===== src/design/cbp_pkg.sv =====
// Package with the shared types, command codes and reply tables of the CAN bridge command parser.
`timescale 1ns / 1ps
`default_nettype none
package cbp_pkg;

  localparam int MaxPayloadBytes = 8;
  localparam int QueueDepth      = 2;

  localparam logic [7:0] START_BYTE = 8'hF1;

  localparam logic [7:0] CMD_BUILD_FRAME  = 8'h00;
  localparam logic [7:0] CMD_TIME_SYNC    = 8'h01;
  localparam logic [7:0] CMD_DIG_INPUTS   = 8'h02;
  localparam logic [7:0] CMD_ANA_INPUTS   = 8'h03;
  localparam logic [7:0] CMD_SET_DIG_OUT  = 8'h04;
  localparam logic [7:0] CMD_SETUP_CAN    = 8'h05;
  localparam logic [7:0] CMD_BUS_PARAMS   = 8'h06;
  localparam logic [7:0] CMD_DEV_INFO     = 8'h07;
  localparam logic [7:0] CMD_SINGLE_WIRE  = 8'h08;
  localparam logic [7:0] CMD_KEEPALIVE    = 8'h09;
  localparam logic [7:0] CMD_SYS_TYPE     = 8'h0A;
  localparam logic [7:0] CMD_NUM_BUSES    = 8'h0C;
  localparam logic [7:0] CMD_SETUP_EXT    = 8'h0D;

  localparam logic [7:0] SKIP_ONE    = 8'd1;
  localparam logic [7:0] SKIP_SETUP  = 8'd8;
  localparam logic [7:0] SKIP_EXT    = 8'd12;

  localparam logic [31:0] BAUD_WORD = 32'd500000 | 32'h8000_0000 | 32'h4000_0000;

  typedef enum logic [2:0] {
    PH_IDLE,
    PH_CMD,
    PH_ID,
    PH_BUS,
    PH_LEN,
    PH_DATA,
    PH_CHK,
    PH_SKIP
  } phase_e;

  typedef struct packed {
    logic        is_frame;
    logic [7:0]  cmd;
    logic [31:0] now_us;
    logic [28:0] id;
    logic        ext;
    logic [3:0]  len;
    logic [63:0] payload;
  } job_t;

  typedef struct packed {
    logic empty;
    logic full;
  } q_stat_t;

  function automatic logic [3:0] reply_len(input logic [7:0] cmd);
    logic [3:0] n;
    n = 4'd1;
    case (cmd)
      CMD_TIME_SYNC:  n = 4'd6;
      CMD_DIG_INPUTS: n = 4'd3;
      CMD_ANA_INPUTS: n = 4'd10;
      CMD_BUS_PARAMS: n = 4'd10;
      CMD_DEV_INFO:   n = 4'd7;
      CMD_KEEPALIVE:  n = 4'd4;
      CMD_NUM_BUSES:  n = 4'd3;
      default:        n = 4'd1;
    endcase
    return n;
  endfunction

  function automatic logic [7:0] reply_byte(input logic [7:0]  cmd,
                                            input logic [3:0]  idx,
                                            input logic [31:0] now);
    logic [7:0] r;
    r = 8'h00;
    if (idx == 4'd0) begin
      r = START_BYTE;
    end else if (idx == 4'd1) begin
      r = cmd;
    end else begin
      case (cmd)
        CMD_TIME_SYNC: begin
          case (idx)
            4'd2:    r = now[7:0];
            4'd3:    r = now[15:8];
            4'd4:    r = now[23:16];
            4'd5:    r = now[31:24];
            default: r = 8'h00;
          endcase
        end
        CMD_BUS_PARAMS: begin
          case (idx)
            4'd2:    r = BAUD_WORD[7:0];
            4'd3:    r = BAUD_WORD[15:8];
            4'd4:    r = BAUD_WORD[23:16];
            4'd5:    r = BAUD_WORD[31:24];
            default: r = 8'h00;
          endcase
        end
        CMD_DEV_INFO: begin
          case (idx)
            4'd2:    r = 8'h20;
            4'd4:    r = 8'h01;
            4'd5:    r = 8'h01;
            4'd6:    r = 8'h01;
            default: r = 8'h00;
          endcase
        end
        CMD_KEEPALIVE: begin
          case (idx)
            4'd2:    r = 8'hDE;
            4'd3:    r = 8'hAD;
            default: r = 8'h00;
          endcase
        end
        CMD_NUM_BUSES: begin
          r = (idx == 4'd2) ? 8'h01 : 8'h00;
        end
        default: r = 8'h00;
      endcase
    end
    return r;
  endfunction

endpackage
`default_nettype wire


===== src/design/cbp_front.sv =====
// Front end: accepts host words, tracks the command grammar and queues reply and frame jobs.
`timescale 1ns / 1ps
`default_nettype none
module cbp_front
  import cbp_pkg::*;
(
  input  wire logic        clk_i,
  input  wire logic        rst_ni,
  input  wire logic        cfg_we_i,
  input  wire logic        cfg_wdata_i,
  input  wire logic        in_valid_i,
  output logic             in_ready_o,
  input  wire logic [7:0]  rx_byte_i,
  input  wire logic [31:0] now_us_i,
  input  wire q_stat_t     q_stat_i,
  output logic             push_o,
  output job_t             job_o
);

  phase_e      phase_q, phase_d;
  logic [7:0]  cnt_q, cnt_d;
  logic [31:0] id_q, id_d;
  logic [3:0]  len_q, len_d;
  logic [63:0] buf_q, buf_d;
  logic        sniffer_q;
  logic        accept;

  assign in_ready_o = !q_stat_i.full;
  assign accept     = in_valid_i && in_ready_o;

  always_ff @(posedge clk_i or negedge rst_ni) begin
    if (!rst_ni) begin
      phase_q   <= PH_IDLE;
      cnt_q     <= '0;
      id_q      <= '0;
      len_q     <= '0;
      buf_q     <= '0;
      sniffer_q <= 1'b0;
    end else begin
      phase_q <= phase_d;
      cnt_q   <= cnt_d;
      id_q    <= id_d;
      len_q   <= len_d;
      buf_q   <= buf_d;
      if (cfg_we_i) begin
        sniffer_q <= cfg_wdata_i;
      end
    end
  end

  always_comb begin
    phase_d = phase_q;
    cnt_d   = cnt_q;
    id_d    = id_q;
    len_d   = len_q;
    buf_d   = buf_q;
    push_o  = 1'b0;
    job_o   = '0;
    if (accept) begin
      unique case (phase_q)
        PH_IDLE: begin
          phase_d = (rx_byte_i == START_BYTE) ? PH_CMD : PH_IDLE;
        end
        PH_CMD: begin
          phase_d = PH_IDLE;
          unique case (rx_byte_i) inside
            CMD_BUILD_FRAME: begin
              cnt_d   = '0;
              id_d    = '0;
              len_d   = '0;
              buf_d   = '0;
              phase_d = PH_ID;
            end
            CMD_TIME_SYNC, CMD_DIG_INPUTS, CMD_ANA_INPUTS, CMD_BUS_PARAMS,
            CMD_DEV_INFO, CMD_KEEPALIVE, CMD_NUM_BUSES: begin
              push_o       = 1'b1;
              job_o.cmd    = rx_byte_i;
              job_o.now_us = now_us_i;
            end
            CMD_SET_DIG_OUT, CMD_SINGLE_WIRE, CMD_SYS_TYPE: begin
              cnt_d   = SKIP_ONE;
              phase_d = PH_SKIP;
            end
            CMD_SETUP_CAN: begin
              cnt_d   = SKIP_SETUP;
              phase_d = PH_SKIP;
            end
            CMD_SETUP_EXT: begin
              cnt_d   = SKIP_EXT;
              phase_d = PH_SKIP;
            end
            default: begin
              phase_d = PH_IDLE;
            end
          endcase
        end
        PH_ID: begin
          id_d  = id_q | (32'(rx_byte_i) << {cnt_q[1:0], 3'b000});
          cnt_d = cnt_q + 8'd1;
          if (cnt_d >= 8'd4) begin
            phase_d = PH_BUS;
          end
        end
        PH_BUS: begin
          phase_d = PH_LEN;
        end
        PH_LEN: begin
          if (rx_byte_i > 8'(MaxPayloadBytes)) begin
            cnt_d   = rx_byte_i;
            phase_d = PH_SKIP;
          end else begin
            len_d   = rx_byte_i[3:0];
            cnt_d   = '0;
            buf_d   = '0;
            phase_d = (rx_byte_i == 8'd0) ? PH_CHK : PH_DATA;
          end
        end
        PH_DATA: begin
          buf_d = buf_q | (64'(rx_byte_i) << {cnt_q[2:0], 3'b000});
          cnt_d = cnt_q + 8'd1;
          if (cnt_d >= {4'b0000, len_q}) begin
            phase_d = PH_CHK;
          end
        end
        PH_CHK: begin
          phase_d = PH_IDLE;
          if (!sniffer_q) begin
            push_o         = 1'b1;
            job_o.is_frame = 1'b1;
            job_o.id       = id_q[28:0];
            job_o.ext      = id_q[31];
            job_o.len      = len_q;
            job_o.payload  = buf_q;
          end
        end
        PH_SKIP: begin
          if (cnt_q != 8'd0) begin
            cnt_d = cnt_q - 8'd1;
          end
          if (cnt_d == 8'd0) begin
            phase_d = PH_IDLE;
          end
        end
        default: begin
          phase_d = PH_IDLE;
        end
      endcase
    end
  end

endmodule
`default_nettype wire


===== src/design/cbp_queue.sv =====
// Short job queue that decouples the parsing front end from the result back end.
`timescale 1ns / 1ps
`default_nettype none
module cbp_queue
  import cbp_pkg::*;
#(
  parameter int Depth = QueueDepth
) (
  input  wire logic clk_i,
  input  wire logic rst_ni,
  input  wire logic push_i,
  input  wire job_t job_i,
  input  wire logic pop_i,
  output job_t      head_o,
  output q_stat_t   stat_o
);

  localparam int AW = (Depth > 1) ? $clog2(Depth) : 1;
  localparam int CW = $clog2(Depth + 1);

  job_t          mem_q [Depth];
  logic [AW-1:0] wr_ptr_q, rd_ptr_q;
  logic [CW-1:0] count_q;
  logic          do_push, do_pop;

  assign stat_o.empty = (count_q == '0);
  assign stat_o.full  = (count_q == CW'(Depth));
  assign do_push      = push_i && !stat_o.full;
  assign do_pop       = pop_i && !stat_o.empty;
  assign head_o       = mem_q[rd_ptr_q];

  always_ff @(posedge clk_i) begin
    if (do_push) begin
      mem_q[wr_ptr_q] <= job_i;
    end
  end

  always_ff @(posedge clk_i or negedge rst_ni) begin
    if (!rst_ni) begin
      wr_ptr_q <= '0;
      rd_ptr_q <= '0;
      count_q  <= '0;
    end else begin
      if (do_push) begin
        wr_ptr_q <= (wr_ptr_q == AW'(Depth - 1)) ? '0 : wr_ptr_q + AW'(1);
      end
      if (do_pop) begin
        rd_ptr_q <= (rd_ptr_q == AW'(Depth - 1)) ? '0 : rd_ptr_q + AW'(1);
      end
      case ({do_push, do_pop})
        2'b10:   count_q <= count_q + CW'(1);
        2'b01:   count_q <= count_q - CW'(1);
        default: count_q <= count_q;
      endcase
    end
  end

`ifndef SYNTHESIS
  a_no_push_when_full: assert property (@(posedge clk_i) disable iff (!rst_ni)
    push_i |-> !stat_o.full)
    else $error("Job pushed into a full queue.");
`endif

endmodule
`default_nettype wire


===== src/design/cbp_back.sv =====
// Back end: expands queued jobs into result words and holds them in the output register.
`timescale 1ns / 1ps
`default_nettype none
module cbp_back
  import cbp_pkg::*;
(
  input  wire logic    clk_i,
  input  wire logic    rst_ni,
  input  wire job_t    head_i,
  input  wire q_stat_t q_stat_i,
  output logic         pop_o,
  output logic         out_valid_o,
  input  wire logic    out_ready_i,
  output logic         kind_o,
  output logic [7:0]   reply_byte_o,
  output logic [28:0]  frame_id_o,
  output logic         frame_extended_o,
  output logic [3:0]   frame_length_o,
  output logic [63:0]  frame_payload_o,
  output logic         last_o
);

  logic        valid_q, valid_d;
  logic [3:0]  idx_q, idx_d;
  logic        load, fire, word_last;
  logic [7:0]  word_byte;

  assign load      = !valid_q || out_ready_i;
  assign fire      = load && !q_stat_i.empty;
  assign word_last = head_i.is_frame || (idx_q == reply_len(head_i.cmd) - 4'd1);
  assign word_byte = head_i.is_frame ? 8'h00 : reply_byte(head_i.cmd, idx_q, head_i.now_us);
  assign pop_o     = fire && word_last;

  always_comb begin
    idx_d   = idx_q;
    valid_d = valid_q;
    if (load) begin
      valid_d = !q_stat_i.empty;
    end
    if (fire) begin
      idx_d = word_last ? 4'd0 : idx_q + 4'd1;
    end
  end

  always_ff @(posedge clk_i or negedge rst_ni) begin
    if (!rst_ni) begin
      valid_q <= 1'b0;
      idx_q   <= '0;
    end else begin
      valid_q <= valid_d;
      idx_q   <= idx_d;
    end
  end

  always_ff @(posedge clk_i) begin
    if (fire) begin
      kind_o           <= head_i.is_frame;
      reply_byte_o     <= word_byte;
      frame_id_o       <= head_i.is_frame ? head_i.id : '0;
      frame_extended_o <= head_i.is_frame && head_i.ext;
      frame_length_o   <= head_i.is_frame ? head_i.len : '0;
      frame_payload_o  <= head_i.is_frame ? head_i.payload : '0;
      last_o           <= word_last;
    end
  end

  assign out_valid_o = valid_q;

`ifndef SYNTHESIS
  a_idx_in_range: assert property (@(posedge clk_i) disable iff (!rst_ni)
    (!q_stat_i.empty && !head_i.is_frame) |-> (idx_q < reply_len(head_i.cmd)))
    else $error("Reply word index ran past the reply length.");
  a_frame_is_last: assert property (@(posedge clk_i) disable iff (!rst_ni)
    (out_valid_o && kind_o) |-> last_o)
    else $error("Frame word not marked as last.");
  a_reply_fields_clear: assert property (@(posedge clk_i) disable iff (!rst_ni)
    (out_valid_o && !kind_o) |-> (frame_payload_o == '0 && frame_length_o == '0))
    else $error("Reply word carries frame fields.");
  a_idx_zero_when_empty: assert property (@(posedge clk_i) disable iff (!rst_ni)
    q_stat_i.empty |-> (idx_q == 4'd0))
    else $error("Word index left nonzero with no job pending.");
`endif

endmodule
`default_nettype wire


===== src/design/can_bridge_command_parser.sv =====
// Top level of the CAN bridge binary command parser.
// Throughput: one host word per cycle while the job queue has room; replies leave word by word.
// Input stalls only while the job queue between front and back end is full.
// Path: each job passes through the job queue and then the registered output of the back end.
// Reset: parser idle with cleared id, length and payload, queue empty, sniffer mode off.
`timescale 1ns / 1ps
`default_nettype none
module can_bridge_command_parser
  import cbp_pkg::*;
#(
  parameter int QUEUE_DEPTH = QueueDepth
) (
  input  wire logic        clk_i,
  input  wire logic        rst_ni,
  input  wire logic        cfg_we_i,
  input  wire logic        cfg_wdata_i,
  input  wire logic        in_valid_i,
  output logic             in_ready_o,
  input  wire logic [7:0]  rx_byte_i,
  input  wire logic [31:0] now_us_i,
  output logic             out_valid_o,
  input  wire logic        out_ready_i,
  output logic             kind_o,
  output logic [7:0]       reply_byte_o,
  output logic [28:0]      frame_id_o,
  output logic             frame_extended_o,
  output logic [3:0]       frame_length_o,
  output logic [63:0]      frame_payload_o,
  output logic             last_o
);

  q_stat_t q_stat;
  job_t    push_job, head_job;
  logic    push, pop;

  cbp_front u_front (
    .clk_i       (clk_i),
    .rst_ni      (rst_ni),
    .cfg_we_i    (cfg_we_i),
    .cfg_wdata_i (cfg_wdata_i),
    .in_valid_i  (in_valid_i),
    .in_ready_o  (in_ready_o),
    .rx_byte_i   (rx_byte_i),
    .now_us_i    (now_us_i),
    .q_stat_i    (q_stat),
    .push_o      (push),
    .job_o       (push_job)
  );

  cbp_queue #(
    .Depth (QUEUE_DEPTH)
  ) u_queue (
    .clk_i  (clk_i),
    .rst_ni (rst_ni),
    .push_i (push),
    .job_i  (push_job),
    .pop_i  (pop),
    .head_o (head_job),
    .stat_o (q_stat)
  );

  cbp_back u_back (
    .clk_i            (clk_i),
    .rst_ni           (rst_ni),
    .head_i           (head_job),
    .q_stat_i         (q_stat),
    .pop_o            (pop),
    .out_valid_o      (out_valid_o),
    .out_ready_i      (out_ready_i),
    .kind_o           (kind_o),
    .reply_byte_o     (reply_byte_o),
    .frame_id_o       (frame_id_o),
    .frame_extended_o (frame_extended_o),
    .frame_length_o   (frame_length_o),
    .frame_payload_o  (frame_payload_o),
    .last_o           (last_o)
  );

endmodule
`default_nettype wire


===== config.mk =====
export PLATFORM = sky130hd
export DESIGN_NAME = can_bridge_command_parser
export DESIGN_NICKNAME = d
export VERILOG_FILES = /design/src/design/cbp_pkg.sv /design/src/design/cbp_front.sv /design/src/design/cbp_queue.sv /design/src/design/cbp_back.sv /design/src/design/can_bridge_command_parser.sv
export SDC_FILE = /design/constraint.sdc
export NUM_CORES = 1
export LEC_CHECK = 0
export ABC_AREA = 0
export BUFFER_PORTS_ARGS = -buffer_cell sky130_fd_sc_hd__buf_2
export CORE_MARGIN = 2
export CORE_UTILIZATION = 55
export DETAILED_ROUTE_END_ITERATION = 16
export PLACE_DENSITY = 0.75
export SLEW_MARGIN = 40
export SYNTH_ARGS = -nofsm -noshare
export SYNTH_HDL_FRONTEND = slang
export SYNTH_SLANG_ARGS = --single-unit

===== constraint.sdc =====
create_clock -name clk_i -period 12.26 [get_ports clk_i]
set_input_delay 3.065 -clock clk_i [delete_from_list [all_inputs] [get_ports clk_i]]
set_output_delay 3.065 -clock clk_i [all_outputs]
set_load 0.005 [all_outputs]

==> impl_results.md <==
- Outcome: finished clean
- Slowest stage cell, crit path: buf_4
- Largest net degree at the start of global routing: 101
- Placed instance area: 22,000 sq um
- Peak supply drop: 0.166 mV
- Clk Latency, worst-skew pair: 0.56 ns
- Synth warnings: 0
- Synth Flop Type: edfxtp_1
- Required @ worst endpoint: around 12 ns
- Syn Std Cell Area: between 20,000 and 25,000 sq um
- CTS tree: yes
- Min Tclk post-route: 6.15 ns
- Routed Wire Length: 44.0 mm
- Final hold violations: 0
- CTS Sinks: 505
- Avg Vias per Cell: 5.70
- Worst Path Buf+Inv: 4
- WHS: 0.483 ns
- Post-synth ARST share: between 20% and 30%
- First-pass DRT Iterations: 5
- Die ar.: approximately 39,000 sq um
- Std-Cell Rows: slightly above 70
- Fmax: 162 MHz
- Total power: 5.12 mW
- DP HPWL: 27.3 mm
- # port buffers: approximately 160
- CP max FO: 50
- Sw Ratio: approximately 30%
- Core Area: approximately 37,000 sq um
- Gate power share: 23.5%
- GPL Wtd Cong: just under 0.9
- Setup violators final: 0
- Reg-to-reg startpoint: u_queue.rd_ptr_q
- Die Wd: between 150 and 200 um
- Post-Route Skew: 0.0128 ns
- Synth cell types: 68
- Number of remaining DRC errors: 0
- Most common cell in the synthesized netlist: edfxtp_1
- I/O pins: 156
- CP endpoint kind: flip-flop
- Pwr dens: between 200 and 250 nW/um^2
- Crit-path max cell delay: ~0.62 ns
- Setup CP Type: input port to flip-flop
- Delay-heaviest family, CP: buffers and inverters
- Initial antenna violation count: 0
- Cts hold-fix bufs: 0
- Final Cell Area: 23,600 sq um
- Gr ovfl total: 0
- CTS-repair resized insts: 0
- Static Leak: 9.33 nW
- Clock share of power: between 20% and 30%
- Worst-margin pin slew: roughly 0.81 ns
- Pins Over Slew Limit: 0
- Fin nets: roughly 1,700
- Clock-pin slew on the worst setup and hold paths: 0.06 ns
- Post-synth EDFFs: slightly below 400
- Hold Path Origin: u_front.buf_q[26]
- Setup TNS: 0 ns
- Antenna diodes: 0
- Synth area leaders: edfxtp_1, dfrtp_1, mux2i_1
- Height of the die: 198 um
- Final ANT Viol Nets: 0
- Max Cap Violations: 0
- Synth area leader: edfxtp_1
- Cell-by-cell trace of the critical path: buf_2 > nor2b_1 > a21oi_1 > nor2_1 > nor2_1 > nor4_2 > buf_4 > nor2_1 > nor2b_4 > buf_4 > buf_4
- Worst min path class: flip-flop to flip-flop
- H-tree levels: 2
- Setup crit start: rx_byte_i[3]
- Via count: about 13,000
- Cell count after placement: 2,117
- RSZ-0062 raised after global routing: no
- First-pass GRT wire length: 68.8 mm
- Post-Syn Instances: 1,519
- Layout cells sized above 1: ~17%
- Number of buffers created by CTS: 48
- Mean Syn Cell Area: around 14 sq um
- Root buffer selected by CTS: clkbuf_16
- Seq/Total Area, Yosys: 70.2%
- P_int: 3.56 mW
- Post-CTS Setup Inserts: 0
- Tcrit/Tclk final: 50.2%
- GRT Total Usage: 22.7%
- Part of the power in registers: a little under half
- Crit path DAT: between 6 and 7 ns
- Slew HR: 45.9%
- Psw: 1.55 mW
- Synthesis-to-finish area growth: 13.8%
- Initial DRC Count: 1,068
- Avg WL per Cell: 20.0 um
- Crit start category: input port
- Commonest cells in the netlist: edfxtp_1, nor2_1, and2_1, mux2i_1, dfrtp_1
- #FFs+latches synth: 505
- Synth top area share: 55.9%
- Vias in the first global route: 12,500
- Initial core utilization: 55.5%
- Finished Layout Cells: around 2,200
- Max clock buf depth: 3
==> layout make-up <==
class	count	area [sq um]
Sequential cell	505	14600
Fill cell	2761	13800
Multi-Input combinational cell	913	5820
Clock buffer	66	1360
Timing Repair Buffer	173	936
Tap cell	511	639
Clock inverter	23	230
Inverter	15	58.8
==> layout by cell type (no fill, tap or decap), types with 4 or more instances in the layout <==
cell	instances
clkbuf_16	48
nor2_4	5
o21ai_0	39
a31oi_1	82
ha_1	13
o22ai_1	20
nor2_1	222
clkbuf_1	8
nor2b_1	7
and3_1	8
edfxtp_1	386
nand2_1	35
xor2_1	9
nand3b_1	5
inv_1	14
dfrtp_1	118
clkbuf_8	9
clkinv_2	9
clkinv_1	6
bufinv_16	4
conb_1	8
or4_1	4
buf_6	6
buf_4	13
o31ai_1	4
a211oi_1	6
nand3_1	14
a221oi_1	6
or3_1	5
mux2i_1	140
xnor2_1	7
a21oi_1	41
mux2_2	5
and2_1	142
nor3_1	15
buf_2	154
nand2b_1	8
==> metrics by stage <==
step | worst slack [ns] | util (%)
CTS | 6.10 | 63.1
floorplan | 0.984 | -
finish | 6.11 | 63.2
detailed placement | 5.52 | 58.9
global route | 5.77 | 63.2
global placement | 5.49 | 58.8
==> sequential cells by signal (all words and copies together), names as in the netlist, 3 cells and up <==
signal	flops
u_front.phase_q	3
u_back.frame_length_o	4
u_front.len_q	4
u_back.idx_q	4
u_back.frame_id_o	29
u_front.cnt_q	8
u_back.frame_payload_o	64
u_queue.mem_q	278
u_front.id_q	30
u_front.buf_q	64
u_back.reply_byte_o	8
==> power groups by stage <==
stage / clock (mW) / sequential, mW / combinational [mW]
finish: 1.48 / 2.44 / 1.20
global route: 1.57 / 2.48 / 1.33
CTS: 1.50 / 2.44 / 1.21
detailed placement: 0 / 2.46 / 1.20
global placement: 0 / 2.46 / 1.18
floorplan: 0 / 2.40 / 0.812
==> worst paths after layout <==
kind / to / slack [ns] / depth (start not counted)
min in group asynchronous: u_front.sniffer_q / 2.44 / 1
worst min register to register: u_front.buf_q[26] / 0.48 / 2
worst max-delay path: u_queue.mem_q[1][39] / 6.11 / 11
worst max register to register: u_queue.count_q[1] / 7.94 / 14
worst min-delay path: u_front.buf_q[26] / 0.48 / 2
max in group asynchronous: u_queue.rd_ptr_q / 8.77 / 2
==> tightest hold or removal path: cells and delay by family (launching register included) <==
kind,cells,cell delay [ns]
compound gates,1,0.04
simple gates,1,0.07
flops,1,0.33
==> logic make-up after synthesis <==
logic type / share of synthesized area [%]
DFF: 70.2
and+or+nand+nor: 11.9
AOI/OAI and AO/OA: 7.04
muxes: 7.14
buffers and inverters: 2.25
xor gates and xnor gates: 0.675
adders and majority gates: 0.784
other: 0.0181
==> metal layers <==
metal | up-vias | GRT usage (%) | share of wire (%)
li1 | 5837 | - | -
met1 | 6268 | 32.1 | 45
met2 | 403 | 36.0 | 47
met3 | 73 | 4.53 | 6.1
met4 | 0 | 6.38 | 2.2
met5 | - | 0 | 0
Note: power is estimated with default switching activity, not from simulation.
